### config.mk
export PLATFORM = sky130hd
export DESIGN_NAME = laser_servo_aim_controller
export DESIGN_NICKNAME = d
export VERILOG_FILES = /design/src/lsac_pkg.sv /design/src/laser_servo_aim_controller.sv /design/src/lsac_mul.sv /design/src/lsac_cordic.sv
export SDC_FILE = /design/constraint.sdc
export NUM_CORES = 2
export LEC_CHECK = 0
export BUFFER_PORTS_ARGS = -buffer_cell sky130_fd_sc_hd__buf_4
export CAP_MARGIN = 20
export CORE_UTILIZATION = 40
export CTS_CLUSTER_SIZE = 40
export DETAILED_ROUTE_END_ITERATION = 12
export GPL_ROUTABILITY_DRIVEN = 1
export SETUP_SLACK_MARGIN = 0.05
export SYNTH_ARGS = -nofsm -noshare
export SYNTH_HDL_FRONTEND = slang
export SYNTH_SLANG_ARGS = --single-unit
### constraint.sdc
create_clock -name clk -period 18.16 [get_ports clk]
set_input_delay 3.632 -clock clk [delete_from_list [all_inputs] [get_ports clk]]
set_output_delay 3.632 -clock clk [all_outputs]
set_load 0.05 [all_outputs]
### src/lsac_pkg.sv
// Shared types, constants and the arctangent table of the laser servo aim controller.
`timescale 1ns / 1ps

package lsac_pkg;

  localparam int unsigned COORD_W    = 14;
  localparam int unsigned DIFF_W     = 15;
  localparam int unsigned ANGLE_W    = 15;
  localparam int unsigned ERR_W      = 16;
  localparam int unsigned PW_W       = 11;
  localparam int unsigned ALPHA_W    = 14;
  localparam int unsigned SQ_W       = 29;
  localparam int unsigned MUL_W      = 24;
  localparam int unsigned PROD_W     = 2 * MUL_W;
  localparam int unsigned CORDIC_W   = 34;
  localparam int unsigned STEP_W     = 4;
  localparam int unsigned CORDIC_STEPS = 13;
  localparam int unsigned PRESCALE   = 16;

  localparam logic [PW_W-1:0] PW_MIN = 11'd1000;
  localparam logic [PW_W-1:0] PW_MID = 11'd1500;
  localparam logic [PW_W-1:0] PW_MAX = 11'd2000;

  localparam logic signed [ANGLE_W-1:0] PI_UNITS   = 15'sd8192;
  localparam logic signed [ANGLE_W-1:0] HALF_PI    = 15'sd4096;

  // floor(n / 1000) == (n * RECIP_1000) >> RECIP_SHIFT for every n below 2^23
  localparam logic [MUL_W-1:0] RECIP_1000  = 24'd8589935;
  localparam int unsigned      RECIP_SHIFT = 33;
  localparam logic [MUL_W-1:0] DELTA_GAIN  = 24'd1000;
  localparam logic [22:0]      ROUND_HALF  = 23'd500;
  localparam int unsigned      PI_SHIFT    = 13;

  typedef struct packed {
    logic [MUL_W-1:0] a;
    logic [MUL_W-1:0] b;
  } mul_req_t;

  typedef struct packed {
    logic                     start;
    logic signed [DIFF_W-1:0] dx;
    logic signed [DIFF_W-1:0] dy;
  } cordic_req_t;

  function automatic logic signed [ANGLE_W-1:0] atan_entry(input logic [STEP_W-1:0] idx);
    logic signed [ANGLE_W-1:0] val;
    unique case (idx)
      4'd0:    val = 15'sd2048;
      4'd1:    val = 15'sd1209;
      4'd2:    val = 15'sd639;
      4'd3:    val = 15'sd324;
      4'd4:    val = 15'sd163;
      4'd5:    val = 15'sd81;
      4'd6:    val = 15'sd41;
      4'd7:    val = 15'sd20;
      4'd8:    val = 15'sd10;
      4'd9:    val = 15'sd5;
      4'd10:   val = 15'sd3;
      4'd11:   val = 15'sd1;
      4'd12:   val = 15'sd1;
      default: val = 15'sd0;
    endcase
    return val;
  endfunction

endpackage

### src/laser_servo_aim_controller.sv
// Top level of the laser servo aim controller: sequencer, state and result register.
//
//  channel | signals                     | payload
//  --------+-----------------------------+----------------------------------------------
//  in      | in_valid, in_ready          | laser_x/y, heading, front_x/y, rear_x/y
//  out     | out_valid, out_ready        | new_pulse_width, aim_error, servo_angle,
//          |                             | aimed_at_rear
//
// Each item makes six passes through the shared multiplier (S_MUL then S_ACC), runs the
// CORDIC (13 iterations) and steps through S_ANGLE, S_WAIT, S_ERR and S_OUT; a vector with
// a zero component skips the CORDIC iterations.
// Reset returns the pulse width to 1500 and empties the result register.
// A result waits in its register while the next item is taken; the sequencer only holds
// at its final step when the register is still full.
`timescale 1ns / 1ps

module laser_servo_aim_controller (
  input  logic                                 clk,
  input  logic                                 rst,
  input  logic                                 in_valid,
  output logic                                 in_ready,
  input  logic [lsac_pkg::COORD_W-1:0]         laser_x,
  input  logic [lsac_pkg::COORD_W-1:0]         laser_y,
  input  logic signed [lsac_pkg::ANGLE_W-1:0]  heading,
  input  logic [lsac_pkg::COORD_W-1:0]         front_x,
  input  logic [lsac_pkg::COORD_W-1:0]         front_y,
  input  logic [lsac_pkg::COORD_W-1:0]         rear_x,
  input  logic [lsac_pkg::COORD_W-1:0]         rear_y,
  output logic                                 out_valid,
  input  logic                                 out_ready,
  output logic [lsac_pkg::PW_W-1:0]            new_pulse_width,
  output logic signed [lsac_pkg::ERR_W-1:0]    aim_error,
  output logic [lsac_pkg::ALPHA_W-1:0]         servo_angle,
  output logic                                 aimed_at_rear
);

  typedef enum logic [2:0] {S_IDLE, S_MUL, S_ACC, S_ANGLE, S_WAIT, S_ERR, S_OUT} state_t;
  typedef enum logic [2:0] {OP_ALPHA, OP_FX, OP_FY, OP_RX, OP_RY, OP_ERR} op_t;

  state_t                                  state;
  op_t                                     op;

  logic [lsac_pkg::PW_W-1:0]               pulse_width;
  logic [lsac_pkg::COORD_W-1:0]            lx, ly, fx, fy, rx, ry;
  logic signed [lsac_pkg::ANGLE_W-1:0]     head;
  logic [lsac_pkg::ALPHA_W-1:0]            alpha;
  logic [lsac_pkg::SQ_W-1:0]               sq_front, sq_rear;
  logic                                    rear;
  logic signed [lsac_pkg::ANGLE_W-1:0]     gamma;
  logic signed [lsac_pkg::ERR_W-1:0]       err;
  logic [lsac_pkg::PW_W-1:0]               npw;

  logic signed [lsac_pkg::DIFF_W-1:0]      fdx, fdy, rdx, rdy;
  logic [lsac_pkg::DIFF_W-1:0]             mag;
  logic [lsac_pkg::ERR_W-1:0]              err_mag;
  logic [9:0]                              pw_off;
  logic [22:0]                             alpha_num;
  logic signed [lsac_pkg::ERR_W:0]         err_next;
  logic [11:0]                             delta_mag;
  logic signed [13:0]                      npw_sum;
  logic [lsac_pkg::PW_W-1:0]               npw_next;

  lsac_pkg::mul_req_t                      mreq;
  logic [lsac_pkg::PROD_W-1:0]             prod;
  lsac_pkg::cordic_req_t                   creq;
  logic                                    cor_done;
  logic signed [lsac_pkg::ANGLE_W-1:0]     cor_bearing;

  assign fdx = $signed({1'b0, fx}) - $signed({1'b0, lx});
  assign fdy = $signed({1'b0, fy}) - $signed({1'b0, ly});
  assign rdx = $signed({1'b0, rx}) - $signed({1'b0, lx});
  assign rdy = $signed({1'b0, ry}) - $signed({1'b0, ly});

  assign in_ready = (state == S_IDLE);

  always_comb begin
    unique case (op)
      OP_FX:   mag = fdx[lsac_pkg::DIFF_W-1] ? -fdx : fdx;
      OP_FY:   mag = fdy[lsac_pkg::DIFF_W-1] ? -fdy : fdy;
      OP_RX:   mag = rdx[lsac_pkg::DIFF_W-1] ? -rdx : rdx;
      OP_RY:   mag = rdy[lsac_pkg::DIFF_W-1] ? -rdy : rdy;
      default: mag = '0;
    endcase
  end

  assign err_mag   = err[lsac_pkg::ERR_W-1] ? -err : err;
  assign pw_off    = 10'(pulse_width - lsac_pkg::PW_MIN);
  assign alpha_num = {pw_off, 13'd0} + lsac_pkg::ROUND_HALF;

  always_comb begin
    unique case (op)
      OP_ALPHA: begin
        mreq.a = {1'b0, alpha_num};
        mreq.b = lsac_pkg::RECIP_1000;
      end
      OP_ERR: begin
        mreq.a = {8'd0, err_mag};
        mreq.b = lsac_pkg::DELTA_GAIN;
      end
      default: begin
        mreq.a = {9'd0, mag};
        mreq.b = {9'd0, mag};
      end
    endcase
  end

  assign creq.start = (state == S_ANGLE);
  assign creq.dx    = rear ? rdx : fdx;
  assign creq.dy    = rear ? rdy : fdy;

  assign err_next = (lsac_pkg::ERR_W+1)'(signed'(lsac_pkg::HALF_PI))
                  - $signed({3'b0, alpha})
                  + (lsac_pkg::ERR_W+1)'(gamma)
                  - (lsac_pkg::ERR_W+1)'(head);

  assign delta_mag = prod[lsac_pkg::PI_SHIFT+11:lsac_pkg::PI_SHIFT];
  assign npw_sum   = err[lsac_pkg::ERR_W-1]
                   ? $signed({3'b0, pulse_width}) - $signed({2'b0, delta_mag})
                   : $signed({3'b0, pulse_width}) + $signed({2'b0, delta_mag});

  always_comb begin
    if (npw_sum > $signed({3'b0, lsac_pkg::PW_MAX}) ||
        npw_sum < $signed({3'b0, lsac_pkg::PW_MIN})) begin
      npw_next = lsac_pkg::PW_MID;
    end else begin
      npw_next = npw_sum[lsac_pkg::PW_W-1:0];
    end
  end

  lsac_mul u_mul (
    .clk  (clk),
    .req  (mreq),
    .prod (prod)
  );

  lsac_cordic u_cordic (
    .clk     (clk),
    .rst     (rst),
    .req     (creq),
    .done    (cor_done),
    .bearing (cor_bearing)
  );

  always_ff @(posedge clk) begin
    if (rst) begin
      state       <= S_IDLE;
      op          <= OP_ALPHA;
      out_valid   <= 1'b0;
      pulse_width <= lsac_pkg::PW_MID;
    end else begin
      if (state == S_OUT && (!out_valid || out_ready)) begin
        out_valid <= 1'b1;
      end else if (out_ready) begin
        out_valid <= 1'b0;
      end
      unique case (state)
        S_IDLE: begin
          if (in_valid) begin
            lx    <= laser_x;
            ly    <= laser_y;
            head  <= heading;
            fx    <= front_x;
            fy    <= front_y;
            rx    <= rear_x;
            ry    <= rear_y;
            op    <= OP_ALPHA;
            state <= S_MUL;
          end
        end
        S_MUL: begin
          state <= S_ACC;
        end
        S_ACC: begin
          unique case (op)
            OP_ALPHA: begin
              alpha <= prod[lsac_pkg::RECIP_SHIFT+lsac_pkg::ALPHA_W-1:lsac_pkg::RECIP_SHIFT];
              op    <= OP_FX;
              state <= S_MUL;
            end
            OP_FX: begin
              sq_front <= prod[lsac_pkg::SQ_W-1:0];
              op       <= OP_FY;
              state    <= S_MUL;
            end
            OP_FY: begin
              sq_front <= sq_front + prod[lsac_pkg::SQ_W-1:0];
              op       <= OP_RX;
              state    <= S_MUL;
            end
            OP_RX: begin
              sq_rear <= prod[lsac_pkg::SQ_W-1:0];
              op      <= OP_RY;
              state   <= S_MUL;
            end
            OP_RY: begin
              rear  <= sq_front > (sq_rear + prod[lsac_pkg::SQ_W-1:0]);
              state <= S_ANGLE;
            end
            OP_ERR: begin
              npw   <= npw_next;
              state <= S_OUT;
            end
            default: begin
              state <= S_IDLE;
            end
          endcase
        end
        S_ANGLE: begin
          state <= S_WAIT;
        end
        S_WAIT: begin
          if (cor_done) begin
            gamma <= cor_bearing;
            state <= S_ERR;
          end
        end
        S_ERR: begin
          err   <= err_next[lsac_pkg::ERR_W-1:0];
          op    <= OP_ERR;
          state <= S_MUL;
        end
        S_OUT: begin
          if (!out_valid || out_ready) begin
            new_pulse_width <= npw;
            aim_error       <= err;
            servo_angle     <= alpha;
            aimed_at_rear   <= rear;
            pulse_width     <= npw;
            state           <= S_IDLE;
          end
        end
        default: begin
          state <= S_IDLE;
        end
      endcase
    end
  end

  a_pw_range: assert property (@(posedge clk) disable iff (rst)
    pulse_width >= lsac_pkg::PW_MIN && pulse_width <= lsac_pkg::PW_MAX)
    else $error("kept pulse width left its range");

  a_out_range: assert property (@(posedge clk) disable iff (rst)
    out_valid |-> (new_pulse_width >= lsac_pkg::PW_MIN &&
                   new_pulse_width <= lsac_pkg::PW_MAX && servo_angle <= 14'd8192))
    else $error("result fields out of range");

  a_busy_after_accept: assert property (@(posedge clk) disable iff (rst)
    (in_valid && in_ready) |=> !in_ready)
    else $error("input taken again while an item is in progress");

  a_result_updates_state: assert property (@(posedge clk) disable iff (rst)
    (state == S_OUT && (!out_valid || out_ready)) |=> (out_valid && pulse_width == new_pulse_width))
    else $error("result register and kept pulse width disagree");

endmodule

### src/lsac_mul.sv
// Shared registered unsigned multiplier.
`timescale 1ns / 1ps

module lsac_mul (
  input  logic                             clk,
  input  lsac_pkg::mul_req_t               req,
  output logic [lsac_pkg::PROD_W-1:0]      prod
);

  always_ff @(posedge clk) begin
    prod <= req.a * req.b;
  end

endmodule

### src/lsac_cordic.sv
// Iterative vectoring CORDIC that returns the bearing of a difference vector.
`timescale 1ns / 1ps

module lsac_cordic (
  input  logic                                  clk,
  input  logic                                  rst,
  input  lsac_pkg::cordic_req_t                 req,
  output logic                                  done,
  output logic signed [lsac_pkg::ANGLE_W-1:0]   bearing
);

  typedef enum logic [1:0] {C_IDLE, C_RUN, C_DONE} cstate_t;

  cstate_t                                   state;
  logic signed [lsac_pkg::CORDIC_W-1:0]      x;
  logic signed [lsac_pkg::CORDIC_W-1:0]      y;
  logic signed [lsac_pkg::ANGLE_W-1:0]       z;
  logic [lsac_pkg::STEP_W-1:0]               step;
  logic signed [lsac_pkg::CORDIC_W-1:0]      xs;
  logic signed [lsac_pkg::CORDIC_W-1:0]      ys;
  logic signed [lsac_pkg::CORDIC_W-1:0]      x0;
  logic signed [lsac_pkg::CORDIC_W-1:0]      y0;
  logic signed [lsac_pkg::ANGLE_W-1:0]       tab;

  assign xs  = x >>> step;
  assign ys  = y >>> step;
  assign tab = lsac_pkg::atan_entry(step);
  assign x0  = {{3{req.dx[lsac_pkg::DIFF_W-1]}}, req.dx, {lsac_pkg::PRESCALE{1'b0}}};
  assign y0  = {{3{req.dy[lsac_pkg::DIFF_W-1]}}, req.dy, {lsac_pkg::PRESCALE{1'b0}}};

  assign done = (state == C_DONE);

  always_comb begin
    if (z > lsac_pkg::PI_UNITS) begin
      bearing = lsac_pkg::PI_UNITS;
    end else if (z < -lsac_pkg::PI_UNITS) begin
      bearing = -lsac_pkg::PI_UNITS;
    end else begin
      bearing = z;
    end
  end

  always_ff @(posedge clk) begin
    if (rst) begin
      state <= C_IDLE;
    end else begin
      unique case (state)
        C_IDLE: begin
          if (req.start) begin
            step <= '0;
            if (req.dx == '0 && req.dy == '0) begin
              z     <= '0;
              state <= C_DONE;
            end else if (req.dy == '0) begin
              z     <= req.dx[lsac_pkg::DIFF_W-1] ? lsac_pkg::PI_UNITS : '0;
              state <= C_DONE;
            end else if (req.dx == '0) begin
              z     <= req.dy[lsac_pkg::DIFF_W-1] ? -lsac_pkg::HALF_PI : lsac_pkg::HALF_PI;
              state <= C_DONE;
            end else if (req.dx[lsac_pkg::DIFF_W-1]) begin
              x     <= -x0;
              y     <= -y0;
              z     <= req.dy[lsac_pkg::DIFF_W-1] ? -lsac_pkg::PI_UNITS : lsac_pkg::PI_UNITS;
              state <= C_RUN;
            end else begin
              x     <= x0;
              y     <= y0;
              z     <= '0;
              state <= C_RUN;
            end
          end
        end
        C_RUN: begin
          if (y > 0) begin
            x <= x + ys;
            y <= y - xs;
            z <= z + tab;
          end else begin
            x <= x - ys;
            y <= y + xs;
            z <= z - tab;
          end
          step <= step + 1'b1;
          if (step == lsac_pkg::STEP_W'(lsac_pkg::CORDIC_STEPS - 1)) begin
            state <= C_DONE;
          end
        end
        C_DONE: begin
          state <= C_IDLE;
        end
        default: begin
          state <= C_IDLE;
        end
      endcase
    end
  end

endmodule

After elaboration in Yosys (flattened, before gate mapping) --
Memory sizes are Yosys's and may differ from the RTL's. A register that Yosys moved wholly into a read port is not among the register bits. Cells that the tools add are included.
Storage, ports and cells: flip-flop bits (word level) 410, memory bits (read-only) 192, bits of input ports 103, word-level logic and storage cells 176, memories 1
Cells by class: $add $sub $neg 27, multipliers 1, $lt $le $gt $ge 6, eq/ne operators 23, shifts and indexed selects 2, muxes and demuxes 55, bitwise logic cells 1, reductions and logical operators 31
Memories:
- (name not given) | words 16, bits a word 12, rd ports 1, clocked after memory_dff 1, write ports 0, line lsac_pkg.sv:47 | unique case (idx)
Operator list (number):
- two-way mux 34 bit | 12
- two-way mux 15 bit | 15
- one-hot mux 34 bit (2 select lines) | 2
- one-hot mux 47 bit (2 select lines) | 1
- adder 34 bit | 2
- negator 31 -> 34 bit | 2
- >>> shifter 34 x 4 -> 34 bit | 2
- subtractor 34 bit | 2
- negator 15 bit | 4
- one-hot mux 15 bit (4 select lines) | 1
- subtractor 14 x 14 -> 15 bit | 4
- adder 29 bit | 2
- one-hot mux 29 bit (2 select lines) | 1
- multiplier 23 x 24 -> 47 bit | 1
- > comparator 34 x 1 -> 1 bit, second input constant | 1
- AND reduction 3 bit | 11
- logical NOT 15 bit | 2
- one-hot mux 15 bit (2 select lines) | 1
- > comparator 29 bit | 1
- two-way mux 14 bit | 2
- adder 23 x 9 -> 23 bit, second input constant | 1
- one-hot mux 3 bit (7 select lines) | 1
- one-hot mux 3 bit (3 select lines) | 2
- adder 15 x 15 -> 16 bit | 1
- other kinds (42) | 72

Depth between registers and ports, before layout --
depth after elaboration 9, gate-level depth with buffers 43, gate-level depth less buffers 41

Cells and area by module --
Synthesis repeated with hierarchy kept, for this count alone.
Unflattened totals: cells, all modules 5925, area total of the unflattened synthesis 53948.0 sq um
Modules (own cells, without submodules):
- lsac_mul | instances 1, cells an instance 2220, area each 19889.1 sq um, sequential area each 960.9 sq um
- laser_servo_aim_controller | instances 1, cells an instance 1968, area each 19587.5 sq um, sequential area each 8047.7 sq um
- lsac_cordic | instances 1, cells an instance 1737, area each 14471.4 sq um, sequential area each 2892.8 sq um

Least setup slack after synthesis --
Ideal clock, no wire load.
kind in2reg, from in rst, to reg fx[0] (netlist name) (enable), arrival time 13.980 ns, required time 17.326 ns, setup slack 3.346 ns, cell stages on the path 2, buffers on the path 1, path through clkbuf_1 nor4b_1
On the way: word-level cells in the longest chain between the ends 2
Ends and longest elaborated chain:
- from (decl) | line laser_servo_aim_controller.sv:19 | input logic rst,
- NOT 1 bit (no source line)
- AND reduction 3 bit (no source line)
- to (signal assigned) | line laser_servo_aim_controller.sv:162 | fx <= front_x;
- to (decl) | line laser_servo_aim_controller.sv:44 | logic [lsac_pkg::COORD_W-1:0] lx, ly, fx, fy, rx, ry;
No other way between the ends. A chain may end at the register's enable or synchronous reset.

Worst setup path in the final report --
from reg fy[0] (netlist name), to reg u_mul.prod[45] (netlist name)
On the way: word-level cells in the longest chain between the ends 6
Ends and longest elaborated chain:
- from (decl) | line laser_servo_aim_controller.sv:44
- from (signal assigned) | line laser_servo_aim_controller.sv:163 | fy <= front_y;
- subtractor 14 x 14 -> 15 bit * | line laser_servo_aim_controller.sv:70 | assign fdy = $signed({1'b0, fy}) - $signed({1'b0, ly});
- negator 15 bit | line laser_servo_aim_controller.sv:79 | OP_FY: mag = fdy[lsac_pkg::DIFF_W-1] ? -fdy : fdy;
- two-way mux 15 bit * | line laser_servo_aim_controller.sv:79
- one-hot mux 15 bit (4 select lines) * | line laser_servo_aim_controller.sv:77 | unique case (op)
- one-hot mux 47 bit (2 select lines) * | line laser_servo_aim_controller.sv:91 | unique case (op)
- multiplier 23 x 24 -> 47 bit * | line lsac_mul.sv:11 | prod <= req.a * req.b;
- to (signal assigned) | line lsac_mul.sv:11
- to (decl) | line lsac_mul.sv:7 | output logic [lsac_pkg::PROD_W-1:0] prod
Mark *: on every way between the ends. The rest lies on a longest branch, timed or not.

==> results by group <==
Outcome
  – Status: finished clean

Critical path
  – Crit path max-delay family: compound AO/OA/AOI/OAI gates
  – Crit path kind: flop to flop
  – Arr. time, crit path: around 12 ns
  – Worst-case register-to-register setup slack: ~6.5 ns
  – Launching point of the worst reg2reg path: fy[0]
  – Maximum fanout count along the critical path: 13
  – Reg2reg end: u_mul.prod[45]
  – Buffers & Inverters on Critical Path: 6
  – Worst reg2reg path depth: 38
  – Slowest cell delay on critical path: around 0.76 ns
  – Setup crit start kind: flop
  – Data required time of the critical path: between 15 and 20 ns
  – Cell type of the slowest stage on the worst timing path: a211oi_2
  – Dominant cell type by count on the critical path: fa_1
  – Sort of element at the end of the critical path: flop

Worst hold path
  – Hold/Removal Path Class: flop to flop
  – Capture endpoint of the worst hold path: alpha[0]
  – Worst hold path cell count: 0
  – Hold Crit Start: u_mul.prod[33]

Logic synthesis
  – Number of synthesized flops with an enable pin: 343
  – Count of different cell masters after synthesis: around 110
  – Biggest area contributors in the synthesized netlist: edfxtp_1 21%, fa_1 15%, ha_1 13%
  – Post-synth top flop: edfxtp_1
  – Synth Area per Inst: between 9 and 10 um^2
  – Post-synth design cell area: between 40000 and 50000 um^2
  – Number of flip-flops and latches in the synthesized netlist: ~420
  – Post-Synthesis Cells: between 5000 and 6000
  – Most common cell in the synthesized netlist: inv_1
  – Yosys warns: 0
  – Fraction of the yosys area taken by sequential cells: 0.246
  – Top cell type by total area after synthesis: edfxtp_1
  – Top cells by instance count after synthesis: 643 x inv_1, 485 x ha_1, 385 x nor2_1, 380 x nand2_1, 351 x fa_1
  – Async S/R FF share, synth: 0
  – Area share of the largest cell type after synthesis: 0.215

Clock network
  – CTS Hold Buffers Added: 0
  – TritonCTS clock tree: built
  – Root buf cell: clkbuf_16
  – Clock buffers created by TritonCTS: 51
  – Clock sinks: between 400 and 500
  – Worst-case clock buffer depth: 3
  – Post-CTS Resized: 0
  – Worst-path clk slew: 0.07 ns
  – Clock latency at the later pin of the worst-skew pair: 0.69 ns
  – H-tree lvl count: 2
  – Setup fix buffers added after clock tree synthesis: 0

Final layout
  – Net count of the finished layout: 6255
  – Ratio of cells with drive above 1 in the final layout: 0.0860
  – Area growth from synthesis to layout: 10.4%
  – Diode insertion count for antenna repair: 0
  – Final design utilization: 0.447

Route
  – Drt drc: 0
  – Iteration-0 DRC count of the detailed router: between 2000 and 2500
  – Average vias per placed instance: roughly 5.4
  – Residual antenna-violating net count after detailed routing: 0
  – Final Routed Wirelength: approximately 130000 um
  – Average routed wire per standard cell: ~19 um
  – Length of the first detailed-routing pass in iterations: 6
  – Total via count after detailed routing: approximately 38000

Placement
  – Buffers added on ports: between 100 and 150
  – Final HPWL DP: 106000 um
  – Placer Congestion: around 0.9

Global routing
  – Wire length of the first global-routing pass: 210000 um
  – Initial antenna violation count: 2
  – Number of global-route vias before repair: 37600
  – Overall global routing resource usage: 0.219
  – GRT Residual Overflow: 0
  – Maximum number of pins on one net before global-route repair: between 70 and 80

Timing
  – Min Tclk post-route: around 12 ns
  – Final setup violation count: 0
  – Tightest Pin Transition: 0.980 ns
  – Setup total negative slack: 0 ns
  – Final period util: 0.640
  – Worst slew margin: 0.341
  – Count of endpoints failing hold in the final timing report: 0
  – RSZ-0062 raised after global routing: no
  – Worst Clk Skew: 0.0844 ns
  – Max Freq: about 86 MHz
  – Final number of max-transition violations: 0

Floorplanning
  – Initial cell density of the core: 0.405
  – Top-Level Pins: approximately 150
  – Placement row count: around 130
  – Core area: between 100000 and 150000 um^2
  – Die outline height: approximately 350 um
  – DIE AREA: ~120000 um^2
  – Die Width: between 300 and 400 um

Job
  – Maximum Capacitance Violations: 0
==> routing by layer <==
layer	vias up	GRT usage	share of wire
li1	18300	-	-
met1	18300	0.297	0.45
met2	1014	0.365	0.46
met3	210	0.0265	0.050
met4	4	0.0641	0.031
met5	-	0	0.00019
==> kinds of logic after synthesis <==
kind of cell / share of synthesized area
adder cells (fa/ha/maj): 0.273
AND/OR/NAND/NOR: 0.143
other: 0.000157
XOR/XNOR: 0.0654
buffers and inverters: 0.0650
flip-flops: 0.246
AO/OA/AOI/OAI: 0.150
multiplexers: 0.0570
==> layout make-up <==
class / count / area, um^2
clock buffers: 66 / 1450
flip-flops and latches: 418 / 11800
clock inverters: 30 / 297
well taps: 1600 / 2000
fillers: 11500 / 65500
inverters: 645 / 2420
repair buffers: 205 / 1550
multi-input cells: 3995 / 33400
==> worst max path at each step <==
stage               depth (start not counted)  startpoint              to  slack [ns]
floorplan                                   2         rst           fx[0]        3.35
global placement                           43       fx[0]  u_mul.prod[46]        6.84
detailed placement                         43       fx[0]  u_mul.prod[46]        6.58
CTS                                        43       fx[0]  u_mul.prod[46]        6.51
global route                               38       fy[0]  u_mul.prod[45]        5.85
finish                                     38       fy[0]  u_mul.prod[45]        6.53
==> registers in the layout, summed over array words and instances, names as in the netlist, 4 cells and up <==
register,count
pulse_width,11
alpha,14
u_cordic.y,34
servo_angle,14
fy,14
aim_error,16
sq_front,29
u_mul.prod,43
ry,14
u_cordic.step,4
new_pulse_width,11
head,15
gamma,15
fx,14
err,16
u_cordic.x,34
u_cordic.z,15
ly,14
npw,11
rx,14
u_cordic.tab,12
sq_rear,29
lx,14
==> metrics by stage <==
stage	worst slack [ns]	hold WS, ns	instance area, um^2	std cells
2_1_floorplan	3.35	0.386	48200	5213
3_3_place_gp	6.84	0.388	51200	6859
3_5_place_dp	6.58	0.391	51200	6859
4_1_cts	6.51	0.409	52900	6955
5_1_grt	5.85	0.420	52900	6959
6_report	6.53	0.404	52900	6959
==> placed cells by master, fill, tap and decap left out, drive strengths merged, types with 98 or more instances in the layout <==
cell type,netlist,routed
o21ai,253,253
ha,485,485
fa,351,351
nor2,387,387
mux2i,98,98
xor2,151,151
a21o,99,99
inv,644,649
buf,50,205
xnor2,207,207
nand2,381,381
edfxtp,343,343
a21oi,310,310
nor3,121,121
Power is left out: the tool's default activity adds up to more than one toggle a clock period on the data nets, which glitch-free logic cannot reach.
